`src/design/knot_pkg.sv`:
```
// ============================================================================
// knot_pkg
// Shared types, lengths and round-constant tables for the KNOT-256
// permutation block.
// ============================================================================
package knot_pkg;

    // Row and count widths
    localparam int ROW_W = 64;
    localparam int CNT_W = 7;
    localparam int RC_W  = 7;

    // Round-constant sequence lengths
    localparam logic [CNT_W-1:0] LEN_SEQ6 = 7'd52;
    localparam logic [CNT_W-1:0] LEN_SEQ7 = 7'd104;

    // Constant set codes
    localparam logic SET_SEQ6 = 1'b0;
    localparam logic SET_SEQ7 = 1'b1;

    // Input item
    typedef struct packed {
        logic [ROW_W-1:0] row_0_in;
        logic [ROW_W-1:0] row_1_in;
        logic [ROW_W-1:0] row_2_in;
        logic [ROW_W-1:0] row_3_in;
        logic [CNT_W-1:0] round_count;
    } t_in;

    // Result item
    typedef struct packed {
        logic [ROW_W-1:0] row_0_out;
        logic [ROW_W-1:0] row_1_out;
        logic [ROW_W-1:0] row_2_out;
        logic [ROW_W-1:0] row_3_out;
        logic             count_clipped;
    } t_out;

    // Working state, index 0 is row 0
    typedef logic [3:0][ROW_W-1:0] t_rows;

    // 6-bit sequence, 52 entries
    localparam logic [5:0] SEQ6 [52] = '{
        6'h01, 6'h02, 6'h04, 6'h08, 6'h10, 6'h21, 6'h03, 6'h06, 6'h0c, 6'h18, 6'h31, 6'h22,
        6'h05, 6'h0a, 6'h14, 6'h29, 6'h13, 6'h27, 6'h0f, 6'h1e, 6'h3d, 6'h3a, 6'h34, 6'h28,
        6'h11, 6'h23, 6'h07, 6'h0e, 6'h1c, 6'h39, 6'h32, 6'h24, 6'h09, 6'h12, 6'h25, 6'h0b,
        6'h16, 6'h2d, 6'h1b, 6'h37, 6'h2e, 6'h1d, 6'h3b, 6'h36, 6'h2c, 6'h19, 6'h33, 6'h26,
        6'h0d, 6'h1a, 6'h35, 6'h2a
    };

    // 7-bit sequence, 104 entries
    localparam logic [6:0] SEQ7 [104] = '{
        7'h01, 7'h02, 7'h04, 7'h08, 7'h10, 7'h20, 7'h41, 7'h03, 7'h06, 7'h0c, 7'h18, 7'h30,
        7'h61, 7'h42, 7'h05, 7'h0a, 7'h14, 7'h28, 7'h51, 7'h23, 7'h47, 7'h0f, 7'h1e, 7'h3c,
        7'h79, 7'h72, 7'h64, 7'h48, 7'h11, 7'h22, 7'h45, 7'h0b, 7'h16, 7'h2c, 7'h59, 7'h33,
        7'h67, 7'h4e, 7'h1d, 7'h3a, 7'h75, 7'h6a, 7'h54, 7'h29, 7'h53, 7'h27, 7'h4f, 7'h1f,
        7'h3e, 7'h7d, 7'h7a, 7'h74, 7'h68, 7'h50, 7'h21, 7'h43, 7'h07, 7'h0e, 7'h1c, 7'h38,
        7'h71, 7'h62, 7'h44, 7'h09, 7'h12, 7'h24, 7'h49, 7'h13, 7'h26, 7'h4d, 7'h1b, 7'h36,
        7'h6d, 7'h5a, 7'h35, 7'h6b, 7'h56, 7'h2d, 7'h5b, 7'h37, 7'h6f, 7'h5e, 7'h3d, 7'h7b,
        7'h76, 7'h6c, 7'h58, 7'h31, 7'h63, 7'h46, 7'h0d, 7'h1a, 7'h34, 7'h69, 7'h52, 7'h25,
        7'h4b, 7'h17, 7'h2e, 7'h5d, 7'h3b, 7'h77, 7'h6e, 7'h5c
    };

    // Round constant for round idx of the chosen set
    function automatic logic [RC_W-1:0] round_const(input logic set,
                                                    input logic [CNT_W-1:0] idx);
        logic [RC_W-1:0] rc;
        rc = '0;
        if (set == SET_SEQ7) begin
            if (idx < LEN_SEQ7) rc = SEQ7[idx];
        end else begin
            if (idx < LEN_SEQ6) rc = {1'b0, SEQ6[idx[5:0]]};
        end
        return rc;
    endfunction

endpackage

```
`src/design/knot_round.sv`:
```
// ============================================================================
// knot_round
// One KNOT-256 round: constant add into row 0, bit-sliced 4-bit S-box
// over all 64 columns, then row rotations by 1, 8 and 25.
// ============================================================================
module knot_round (
    input  knot_pkg::t_rows                i_rows,
    input  logic [knot_pkg::RC_W-1:0]      i_rc,
    output knot_pkg::t_rows                o_rows
);

    logic [knot_pkg::ROW_W-1:0] a0, a1, a2, a3;
    logic [knot_pkg::ROW_W-1:0] na, a3x, mix, nb;
    logic [knot_pkg::ROW_W-1:0] s0, s1, s2, s3;

    // Constant add
    assign a0 = i_rows[0] ^ {{(knot_pkg::ROW_W-knot_pkg::RC_W){1'b0}}, i_rc};
    assign a1 = i_rows[1];
    assign a2 = i_rows[2];
    assign a3 = i_rows[3];

    // Bit-sliced S-box
    assign na  = ~a0;
    assign a3x = a2 ^ (a1 & na);
    assign s3  = a3 ^ a3x;
    assign mix = a3 ^ na;
    assign s2  = (a1 | a2) ^ mix;
    assign nb  = a1 ^ a3;
    assign s0  = nb ^ (a3x & mix);
    assign s1  = a3x ^ (s2 & nb);

    // Row rotations
    assign o_rows[0] = s0;
    assign o_rows[1] = {s1[knot_pkg::ROW_W-2:0], s1[knot_pkg::ROW_W-1]};
    assign o_rows[2] = {s2[knot_pkg::ROW_W-9:0], s2[knot_pkg::ROW_W-1 -: 8]};
    assign o_rows[3] = {s3[knot_pkg::ROW_W-26:0], s3[knot_pkg::ROW_W-1 -: 25]};

endmodule

```
`src/design/knot256_permutation.sv`:
```
// ============================================================================
// knot256_permutation
// KNOT-256 permutation with one shared round unit stepped by a round
// counter; one round per clock.
// ============================================================================
//
//  channel   | signals                              | transfer when
//  ----------+--------------------------------------+------------------------
//  command   | start, busy, i_item                  | start & !busy
//  result    | o_result_valid, o_result             | o_result_valid (no stall)
//  config    | i_cfg_valid, o_cfg_ready, i_cfg_data | i_cfg_valid & o_cfg_ready
//
//  An item with n rounds (after saturation to 52 or 104) holds busy for one
//  pass through the round unit per round; the result strobe is registered
//  and shown in the cycle after the last round (n = 0 skips the rounds).
//  A new command may be taken in the cycle the result is shown.
//  Config is ready only while idle and start is low, so a command always
//  runs under the set that was in place when it was taken.
//  Synchronous active-low reset clears the sequencer and selects the 6-bit
//  constant set. The result side cannot stall.
//
module knot256_permutation (
    input  logic             i_clk,
    input  logic             i_rst_n,
    input  logic             start,
    output logic             busy,
    input  knot_pkg::t_in    i_item,
    output logic             o_result_valid,
    output knot_pkg::t_out   o_result,
    input  logic             i_cfg_valid,
    output logic             o_cfg_ready,
    input  logic             i_cfg_data
);

    // Sequencer states
    localparam logic ST_IDLE = 1'b0;
    localparam logic ST_RUN  = 1'b1;

    logic                          r_state, n_state;
    logic                          r_valid, n_valid;
    logic                          r_set,   n_set;
    logic                          r_clip,  n_clip;
    logic [knot_pkg::CNT_W-1:0]    r_rnd,   n_rnd;
    logic [knot_pkg::CNT_W-1:0]    r_last,  n_last;
    knot_pkg::t_rows               r_rows,  n_rows;

    knot_pkg::t_rows               rnd_out;
    logic [knot_pkg::RC_W-1:0]     rc;
    logic [knot_pkg::CNT_W-1:0]    limit;
    logic [knot_pkg::CNT_W-1:0]    want;
    logic                          accept;

    // Shared round unit
    assign rc = knot_pkg::round_const(r_set, r_rnd);

    knot_round u_round (
        .i_rows (r_rows),
        .i_rc   (rc),
        .o_rows (rnd_out)
    );

    assign busy        = (r_state == ST_RUN);
    assign o_cfg_ready = !busy && !start;
    assign accept      = start && !busy;

    // Saturate the requested count
    assign limit = (r_set == knot_pkg::SET_SEQ7) ? knot_pkg::LEN_SEQ7 : knot_pkg::LEN_SEQ6;
    assign want  = (i_item.round_count > limit) ? limit : i_item.round_count;

    // Next-state logic
    always_comb begin
        n_state = r_state;
        n_valid = 1'b0;
        n_set   = r_set;
        n_clip  = r_clip;
        n_rnd   = r_rnd;
        n_last  = r_last;
        n_rows  = r_rows;

        // config transfer
        if (i_cfg_valid && o_cfg_ready) begin
            n_set = i_cfg_data;
        end

        unique case (r_state)
            ST_IDLE: begin
                if (accept) begin
                    n_rows[0] = i_item.row_0_in;
                    n_rows[1] = i_item.row_1_in;
                    n_rows[2] = i_item.row_2_in;
                    n_rows[3] = i_item.row_3_in;
                    n_clip    = (i_item.round_count > limit);
                    n_rnd     = '0;
                    n_last    = want - 7'd1;
                    if (want == '0) begin
                        n_valid = 1'b1;
                    end else begin
                        n_state = ST_RUN;
                    end
                end
            end
            ST_RUN: begin
                n_rows = rnd_out;
                n_rnd  = r_rnd + 7'd1;
                if (r_rnd == r_last) begin
                    n_state = ST_IDLE;
                    n_valid = 1'b1;
                end
            end
            default: n_state = ST_IDLE;
        endcase
    end

    // Control registers
    always_ff @(posedge i_clk) begin
        if (!i_rst_n) begin
            r_state <= ST_IDLE;
            r_valid <= 1'b0;
            r_set   <= knot_pkg::SET_SEQ6;
        end else begin
            r_state <= n_state;
            r_valid <= n_valid;
            r_set   <= n_set;
        end
    end

    // Datapath registers
    always_ff @(posedge i_clk) begin
        r_clip <= n_clip;
        r_rnd  <= n_rnd;
        r_last <= n_last;
        r_rows <= n_rows;
    end

    // Result straight from the working rows
    assign o_result_valid          = r_valid;
    assign o_result.row_0_out      = r_rows[0];
    assign o_result.row_1_out      = r_rows[1];
    assign o_result.row_2_out      = r_rows[2];
    assign o_result.row_3_out      = r_rows[3];
    assign o_result.count_clipped  = r_clip;

endmodule
```
`config.mk`:
```
export PLATFORM = sky130hd
export DESIGN_NAME = knot256_permutation
export DESIGN_NICKNAME = d
export VERILOG_FILES = /design/src/design/knot_pkg.sv /design/src/design/knot_round.sv /design/src/design/knot256_permutation.sv
export SDC_FILE = /design/constraint.sdc
export NUM_CORES = 1
export LEC_CHECK = 0
export ABC_AREA = 1
export ABC_CLOCK_PERIOD_IN_PS = 7500
export BUFFER_PORTS_ARGS = -buffer_cell sky130_fd_sc_hd__buf_2
export CORE_UTILIZATION = 35
export CTS_CLUSTER_DIAMETER = 60
export CTS_CLUSTER_SIZE = 8
export DETAILED_ROUTE_END_ITERATION = 16
export PLACE_DENSITY_LB_ADDON = 0.05
export SETUP_SLACK_MARGIN = 0.05
export SLEW_MARGIN = 40
export SYNTH_ARGS = -nofsm -noshare
export SYNTH_HDL_FRONTEND = slang
export SYNTH_SLANG_ARGS = --single-unit
```
`constraint.sdc`:
```
create_clock -name i_clk -period 7.5 [get_ports i_clk]
set_input_delay 0.75 -clock i_clk [delete_from_list [all_inputs] [get_ports i_clk]]
set_output_delay 0.75 -clock i_clk [all_outputs]
set_load 0.005 [all_outputs]
```
# ---- After elaboration in Yosys (flattened, before gate mapping)
# Memories as Yosys holds them, arrays and structs flattened.
# Cells that the tools add are included.
# Widths: inputs -> output; s select.
dict set report classes {
  add_sub_neg 2
  order_cmp 5
  n_eq_ne 2
  muxes 21
  n_bitwise 16
  reduce_logical 7
}
# op n
set op_table {}
lappend op_table {{$pmux 256 s2} 1}
lappend op_table {{$xor 64x64->64} 7}
lappend op_table {{$mux 256} 1}
lappend op_table {{$and 64x64->64} 3}
lappend op_table {{$not 64->64} 1}
lappend op_table {{$or 64x64->64} 1}
lappend op_table {{$xor 64x7->64} 1}
lappend op_table {{$mux 7} 7}
lappend op_table {{$mux 6} 3}
lappend op_table {{$pmux 7 s2} 1}
lappend op_table {{$ge 8x8->1 const B} 1}
lappend op_table {{$not 7->8} 1}
lappend op_table {{$add 7x1->7 const B} 1}
lappend op_table {{$eq 7x7->1} 1}
lappend op_table {{$ge 7x7->1 const B} 1}
lappend op_table {{$gt 7x7->1} 1}
lappend op_table {{$logic_not 7->1} 1}
lappend op_table {{$lt 7x6->1 const B} 1}
lappend op_table {{$lt 7x7->1 const B} 1}
lappend op_table {{$not 6->7} 1}
lappend op_table {{$sub 7x1->7 const B} 1}
lappend op_table {{$mux 1} 6}
lappend op_table {{$pmux 1 s2} 2}
lappend op_table {{$logic_and 1x1->1} 3}
lappend op_table {{other kinds (4)} 5}
dict set report word_totals {
  reg_bits 274
  mem_bits_ro 1280
  in_bits 268
  output_inout_bits 260
  elab_cells 65
  n_memories 2
}
# name words width read_ports rd_ports_with_merged_regs wr line
set memory_table {}
lappend memory_table {{(name not given)} 128 7 1 0 0 knot_pkg.sv:70} ;# if (idx < LEN_SEQ7) rc = SEQ7[idx];
lappend memory_table {{(name not given)} 64 6 1 0 0 knot_pkg.sv:72} ;# if (idx < LEN_SEQ6) rc = {1'b0, SEQ6[idx[5:0]]};

# ---- Depth between registers and ports, before layout
# Gate-level depths: netlist (run 1).
dict set report logic_depth {
  depth_word 13
  mapped_depth 23
  mapped_depth_nobuf 22
}

# ---- Modules after synthesis
# A second synthesis (run 1) with hierarchy kept.
dict set report unflattened {
  cells_unflattened 2982
  area_unflattened_um2 21169.1
}
# module instances cells_each area_each_um2 seq_area_each_um2
set modules_own_cells {}
lappend modules_own_cells {knot256_permutation 1 1534 13655.6 8197.9}
lappend modules_own_cells {knot_round 1 1448 7513.5 0.0}

# ---- Least setup slack after synthesis (run 1)
# Ideal clock, no wire load.
dict set report synth_path {
  path_kind {input port to flip-flop}
  start {in start}
  end {reg r_state (netlist: busy)}
  setup_ns 0.080
  t_arrival_ns 6.508
  t_required_ns 7.420
  path_slack_ns 0.911
  cell_stages 4
  n_path_buf 0
  path_cell_list {nor2_1 > inv_1 > o2111ai_1 > inv_1}
}
dict set report synth_between {
  elab_chain_len 3
}
# item line
set synth_rtl {}
lappend synth_rtl {{from (decl)} knot256_permutation.sv:25} ;# input logic start,
lappend synth_rtl {{$logic_and 1x1->1} knot256_permutation.sv:64} ;# assign accept = start && !busy;
lappend synth_rtl {{$mux 1} knot256_permutation.sv:87} ;# if (accept) begin
lappend synth_rtl {{$pmux 1 s2} knot256_permutation.sv:85} ;# unique case (r_state)
lappend synth_rtl {{to (signal assigned)} knot256_permutation.sv:121} ;# r_state <= n_state;
lappend synth_rtl {{to (decl)} knot256_permutation.sv:39} ;# logic r_state, n_state;
# No other way between the ends.
# A chain may end at the register's enable or synchronous reset.

==> flow_summary_export.csv, run 1 <==
group,metric,value,unit
clock_tree,clock_sink_count,274,
floorplanning,die_w,238,um
pwr,seq_power_share,35.7,%
synth,syn_avg_cell_area,7.82,um2
placement,dp_hpwl,67700,um
pwr,vdd_drop_max,0.128,mV
grt,grt_pass1_wl,122000,um
critical_path,worst_ep_arrival_time,3.82,ns
critical_path,r2r-start,"r_rnd[4]",
floorplanning,core,55200,um2
critical_path,endpoint_kind,"flop",
synth,syn_nets,2789,
grt,grt_usage,29.6,%
drt,dr.pass1.iters,5,
drt,num_vias,19076,
min_path,hold_path_end,"o_result[111]",
critical_path,path_class,"reg -> reg",
synth,yosys_warnings,0,
floorplanning,dieArea,56900,um2
sta,fmax,286,MHz
min_path,whs_path_depth,3,
pwr,power_frac_comb,38.7,%
clock_tree,holdBufCountCts,0,
critical_path,crit_fanout,22,
critical_path,crit_start,"r_rnd[4]",
synth,synth-seq-cells,274,
finish,postLayoutCellArea,24200,um2
pwr,power.leakage,11.7,nW
floorplanning,io_pins,528,
finish,most-common-layout-cells,"881 x nand2_1, 527 x buf_2, 293 x xor2_1, 271 x edfxtp_1, 253 x o21ai_0",
grt,grt_max_degree,149,
pwr,p_switching,0.00289,W
min_path,min_path_type,"in -> reg",
sta,setup_viol,0,
sta,slew_viol_final,0,
critical_path,worstSetupStartpointType,"flop",
pwr,switching_share,41.4,%
synth,ys_types,44,
floorplanning,die_h,238,um
drt,drt_iter0_drc,1447,
placement,post_dp_cell_area,22900,um2
finish,syn_to_final_growth,23.4,%
grt,grt_overflow,0,
drt,final_antenna_net_count,0,
critical_path,regToRegSetupSlack,4.00,ns
placement,io_buffers,527,
grt,antenna_found_initial,27,
grt,first_global_vias,18526,
pwr,pwr-share-clk,25.7,%
synth,synth_flop_cell,"edfxtp_1",
clock_tree,htreeDepth,2,
floorplanning,num_rows,86,
clock_tree,numCtsBuffers,43,
finish,drive_above_1_share,21.6,%
synth,synth_edf_count,271,
clock_tree,post_cts_buffers,0,
sta,finClkSkew,0.0177,ns
sta,timing.final.crit_share,46.6,%
sta,slew_headroom,47.1,%
drt,drc,0,
sta,layout_min_cycle_time,3.50,ns
synth,netlist_area,19600,um2
synth,netlist_instances,2503,
sta,finalSetupTns,0,ns
pwr,powerDensity,289,nW/um2
clock_tree,clock_path_buffers,3,
run,drv_cap,0,
synth,async_flop_share,0,%
critical_path,rr_worst_depth,13,
clock_tree,root_buffer,"clkbuf_16",
outcome,status,"completed",
finish,layout_commonest_cell,"nand2_1",
finish,final_nets,3291,
placement,gp_congestion,0.943,
pwr,p_int,0.00408,W
floorplanning,start_util,35.5,%
synth,seq_area_frac_synth,41.9,%
drt,wire_per_inst,22.8,um
critical_path,worst_r2r_endpoint,"o_result[130]",
clock_tree,cts_tree,"yes",
critical_path,cp_data_required_time,7.82,ns
sta,worst_slew_pin_slew,0.791,ns
drt,drt-total-wl,86200,um
sta,grt_setup_unrepaired,"false",
sta,hold_viol_final,0,
clock_tree,clk_latency,0.57,ns
clock_tree,cts.clk_slew.worst_paths,0.05,ns
min_path,holdCritStartpoint,"i_item[117]",
clock_tree,cts_resized,0,
drt,via_per_inst,5.04,
[power by group through the flow]
stage / Sequential (W) / Combinational (W) / Clock (W)
after floorplan: 0.00237 / 0.00170 / 0
after global placement: 0.00252 / 0.00263 / 0
after detailed placement: 0.00251 / 0.00267 / 0
after CTS: 0.00248 / 0.00269 / 0.00183
after global routing: 0.00252 / 0.00299 / 0.00188
final: 0.00249 / 0.00270 / 0.00179
[metrics by stage]
stage	power, W	cells	hold slack, ns	setup WS [ns]	util [%]
3_3_place_gp	0.00515	3703	0.674	4.02	41.4
3_5_place_dp	0.00518	3707	0.642	4.11	41.5
5_1_grt	0.00739	3777	0.451	3.77	43.7
2_1_floorplan	0.00407	2503	0.539	0.911	-
6_report	0.00697	3782	0.451	4.00	43.8
4_1_cts	0.00701	3769	0.421	4.10	43.7
[cells in the mapped netlist, drive strengths merged (6+ instances only)]
| cell type | n | area (um2) |
|---|---|---|
| inv | 245 | 932 |
| o211ai | 6 | 45.0 |
| nand2 | 911 | 3520 |
| a31oi | 18 | 113 |
| nor2 | 117 | 478 |
| nand4 | 13 | 81.3 |
| a21oi | 30 | 154 |
| ha | 18 | 225 |
| nand3b | 7 | 52.6 |
| nand3 | 146 | 781 |
| buf | 27 | 201 |
| edfxtp | 271 | 8140 |
| xor2 | 294 | 2570 |
| o21ai | 262 | 1310 |
| xnor2 | 67 | 606 |
| clkbuf | 57 | 214 |
[metal layers]
metal / part of all wire [%] / wire length (um) / vias up / GRT usage [%]
met2: 48 / 41400 / 702 / 50.0
met3: 6.9 / 5920 / 149 / 6.54
met5: 0.16 / 141 / - / 0
li1: - / - / 9087 / -
met4: 3.0 / 2620 / 24 / 10.1
met1: 42 / 36100 / 9114 / 37.1
[how the worst max path moves through the flow]
stage	slack, ns	end	cells past startpoint
floorplan	0.91	busy	4
global placement	4.02	o_result[134]	17
detailed placement	4.11	o_result[130]	13
CTS	4.10	o_result[130]	13
global route	3.77	o_result[135]	21
finish	4.00	o_result[130]	13
[area by class of cell]
class	instances	area [um2]
Inverter	245	952
Sequential cell	274	8200
Timing Repair Buffer	541	2820
Multi-Input combinational cell	1900	10000
Clock inverter	9	71.3
Clock buffer	53	1110
Fill cell	5583	31000
Antenna cell	12	30.0
Tap cell	748	936
[flip-flops by register name (all words and copies together), names as in the netlist]
register / count
o_result: 256
r_last: 7
r_rnd: 7
busy: 1
o_result_valid: 1
r_clip: 1
r_set: 1
[cell families (layout without fill, tap and decap cells)]
| family | count (synthesis) | count (layout) | synth area share (%) |
|---|---|---|---|
| other cells | 0 | 12 | 0 |
| flops | 274 | 274 | 41.9 |
| compound gates | 322 | 322 | 8.54 |
| simple gates | 1199 | 1199 | 25.3 |
| buf+inv | 329 | 848 | 6.89 |
| xor+xnor | 361 | 361 | 16.3 |
| fa+ha+maj | 18 | 18 | 1.15 |
[critical path, cell delays in order, from the launching register on]
cell	delay, ns
edfxtp_1	0.86
inv_4	0.29
nand2_1	0.20
nand2_1	0.08
o21ai_1	0.61
inv_1	0.23
nand3_2	0.19
nand3_1	0.17
nand3_1	0.18
nand3_1	0.13
nand2_1	0.09
nand3_1	0.06
nand3_1	0.09
nand2_1	0.06
(Power assumes the default switching activity.)
==> inputs of run 2 (changes only) <==
--- a/config.mk
+++ b/config.mk
@@ -5,8 +5,8 @@
 export SDC_FILE = /design/constraint.sdc
 export NUM_CORES = 1
 export LEC_CHECK = 0
-export ABC_AREA = 1
-export ABC_CLOCK_PERIOD_IN_PS = 7500
+export ABC_AREA = 0
+export ABC_CLOCK_PERIOD_IN_PS = 2900
 export BUFFER_PORTS_ARGS = -buffer_cell sky130_fd_sc_hd__buf_2
 export CORE_UTILIZATION = 35
 export CTS_CLUSTER_DIAMETER = 60
==> constraint.sdc (replaced) <==
create_clock -name i_clk -period 2.9 [get_ports i_clk]
set_input_delay 0.29 -clock i_clk [delete_from_list [all_inputs] [get_ports i_clk]]
set_output_delay 0.29 -clock i_clk [all_outputs]
set_load 0.005 [all_outputs]
==> flow_summary_export.csv, run 2 <==
group,metric,value,unit
floorplanning,dieArea,61800,um2
clock_tree,clock_sink_count,274,
finish,n_fill_cell,5813,
min_path,hold_path_end,"o_result[149]",
critical_path,worstSetupStartpointType,"flop",
clock_tree,cts.clk_slew.worst_paths,0.05,ns
drt,final_antenna_net_count,0,
synth,seq_area_frac_synth,38.5,%
pwr,powerDensity,663,nW/um2
finish,seq_area,8200,um2
finish,final_nets,3295,
synth,syn_nets,2590,
synth,yosysTopAreaCell,"edfxtp_1",
synth,synth_top_area_share,38.2,%
critical_path,cp_top_family,"compound AO/OA/AOI/OAI gates",
sta,slew_viol_final,0,
critical_path,r2r-start,"r_rnd[0]",
sta,holdWs,0.0233,ns
pwr,power.leakage,11.2,nW
grt,antenna_found_initial,15,
critical_path,worst_ep_arrival_time,3.39,ns
critical_path,path_class,"reg -> reg",
min_path,whs_path_depth,3,
critical_path,cp_data_required_time,3.21,ns
drt,via_per_inst,5.41,
synth,synth-seq-cells,274,
synth,synth_edf_count,271,
sta,worst_slew_pin_slew,0.747,ns
critical_path,rr_worst_depth,10,
synth,ys_types,83,
critical_path,critical_path_buf_inv_count,3,
drt,num_vias,20643,
finish,stdcell_count,3813,
outcome,violations,"negative setup slack",
critical_path,crit_fanout,5,
sta,setup_viol,21,
critical_path,endpoint_kind,"flop",
drt,dr.pass1.iters,5,
run,drv_cap,0,
synth,synth_flop_cell,"edfxtp_1",
floorplanning,core,60200,um2
clock_tree,htreeDepth,2,
sta,fmax,326,MHz
placement,io_buffers,527,
outcome,status,"complete, but fails checks",
floorplanning,num_rows,90,
placement,post_dp_cell_area,25800,um2
finish,multi_input_area,12600,um2
sta,timing.final.crit_share,106,%
critical_path,regToRegSetupSlack,-0.17,ns
sta,finClkSkew,0.0255,ns
drt,drc,0,
synth,syn_avg_cell_area,9.24,um2
clock_tree,cts_tree,"yes",
floorplanning,io_pins,528,
finish,largest_reg_flops,256,
placement,place_inst,3640,
finish,most-common-layout-cells,"527 x buf_2, 271 x edfxtp_1, 250 x xnor2_1, 211 x nor2_1, 164 x buf_4",
critical_path,crit_slowest_cell,"mux4_2",
finish,postLayoutCellArea,28700,um2
clock_tree,clk_latency,0.59,ns
min_path,holdCritStartpoint,"i_item[155]",
grt,grt_max_degree,110,
clock_tree,clock_path_buffers,3,
floorplanning,die_w,249,um
placement,gp_congestion,0.937,
sta,layout_setup_ws,-0.171,ns
drt,drt-total-wl,93800,um
finish,syn_to_final_growth,34.9,%
grt,first_global_vias,19624,
floorplanning,die_h,249,um
critical_path,slowest_delay,0.45,ns
floorplanning,start_util,35.3,%
synth,synthTopCellsByArea,"edfxtp_1 38%, xnor2_1 10%, mux2_2 6.1%",
synth,synth.most_common_cell,"edfxtp_1",
critical_path,worst_r2r_endpoint,"o_result[134]",
sta,slew_headroom,50.2,%
drt,wire_per_inst,24.6,um
synth,synthTopCellsByCount,"271 x edfxtp_1, 250 x xnor2_1, 215 x nor2_1",
sta,grt_setup_unrepaired,"true",
grt,grt_pass1_wl,134000,um
critical_path,path_cells,"buf_6, buf_12, ha_4, mux4_2, a221o_1, a211oi_4, buf_4, o21ai_4, and4_1, o32a_1",
sta,hold_viol_final,0,
min_path,min_path_type,"in -> reg",
synth,yosys_warnings,0,
sta,layout_min_cycle_time,3.07,ns
grt,grt_overflow,0,
clock_tree,numCtsBuffers,43,
synth,async_flop_share,0,%
clock_tree,root_buffer,"clkbuf_16",
synth,netlist_area,21300,um2
placement,post-place-ws,-0.336,ns
grt,grt_usage,29.3,%
finish,layout_commonest_cell,"buf_2",
drt,drt_iter0_drc,1529,
synth,netlist_instances,2304,
pwr,vdd_drop_max,0.424,mV
finish,drive_above_1_share,34.2,%
placement,dp_hpwl,71900,um
[run 2: kinds of logic after synthesis]
group | after synthesis | share of synthesized area, %
xor gates and xnor gates | 258 | 10.6
and+or+nand+nor | 881 | 21.1
AOI/OAI and AO/OA | 505 | 16.3
buffers and inverters | 234 | 4.92
muxes | 134 | 7.51
DFF | 274 | 38.5
adders and majority gates | 18 | 1.06
[run 2: worst register-to-register path, cell delays in order (launching register included)]
cell,delay (ns)
edfxtp_1,0.41
buf_6,0.15
buf_12,0.13
ha_4,0.16
mux4_2,0.45
a221o_1,0.39
a211oi_4,0.32
buf_4,0.18
o21ai_4,0.07
and4_1,0.20
o32a_1,0.34
[run 2: worst max-delay path by stage]
| stage | startpoint | end | slack (ns) | depth (start not counted) |
|---|---|---|---|---|
| floorplan | busy | o_result[100] | -2.16 | 4 |
| global placement | r_rnd[2] | o_result[133] | -0.38 | 11 |
| detailed placement | r_rnd[0] | o_result[78] | -0.34 | 11 |
| CTS | r_rnd[0] | o_result[29] | -0.18 | 12 |
| global route | r_rnd[0] | o_result[29] | -0.26 | 12 |
| finish | r_rnd[0] | o_result[134] | -0.17 | 10 |
[run 2: stage by stage]
| step | power, W | util [%] | TNS (ns) |
|---|---|---|---|
| final | 0.0190 | 47.7 | -1.82 |
| after global routing | 0.0200 | 47.7 | -3.54 |
| after CTS | 0.0190 | 47.1 | -1.63 |
| after detailed placement | 0.0136 | 42.8 | -4.70 |
| after global placement | 0.0135 | 42.8 | -4.53 |
| after floorplan | 0.0105 | - | -570.51 |
[run 2: routing by layer]
layer	global-route usage (%)	share of wire [%]	vias up
li1	-	-	9747
met1	38.6	44	10130
met2	49.0	48	624
met3	5.08	5.4	128
met4	8.91	2.9	14
met5	0	0.076	-
[run 2: cell type report]
cell class / instances / share of cell area [%]
inverters: 83 / 1.14
repair buffers: 811 / 18.5
multi-input cells: 1796 / 43.9
clock buffers: 52 / 4.01
clock inverters: 9 / 0.466
flip-flops and latches: 274 / 28.5
diodes: 6 / 0.0523
well taps: 782 / 3.41
[run 2: what timing repair did]
item | 4_1_cts | 5_1_grt
gates cloned | 0 | 1
endpoints found under the setup margin | 28 | 30
pin swaps | 47 | 31
hold endpoints to repair | 65 | 0
setup buffers | 36 | 6
hold buffers | 66 | 0
gates resized for setup | 90 | 54
[run 2: where the power goes]
part           internal (W)  switching [W]  total [W]
sequential          0.00528        0.00160    0.00688
combinational       0.00354        0.00363    0.00717
clock               0.00304        0.00195    0.00499
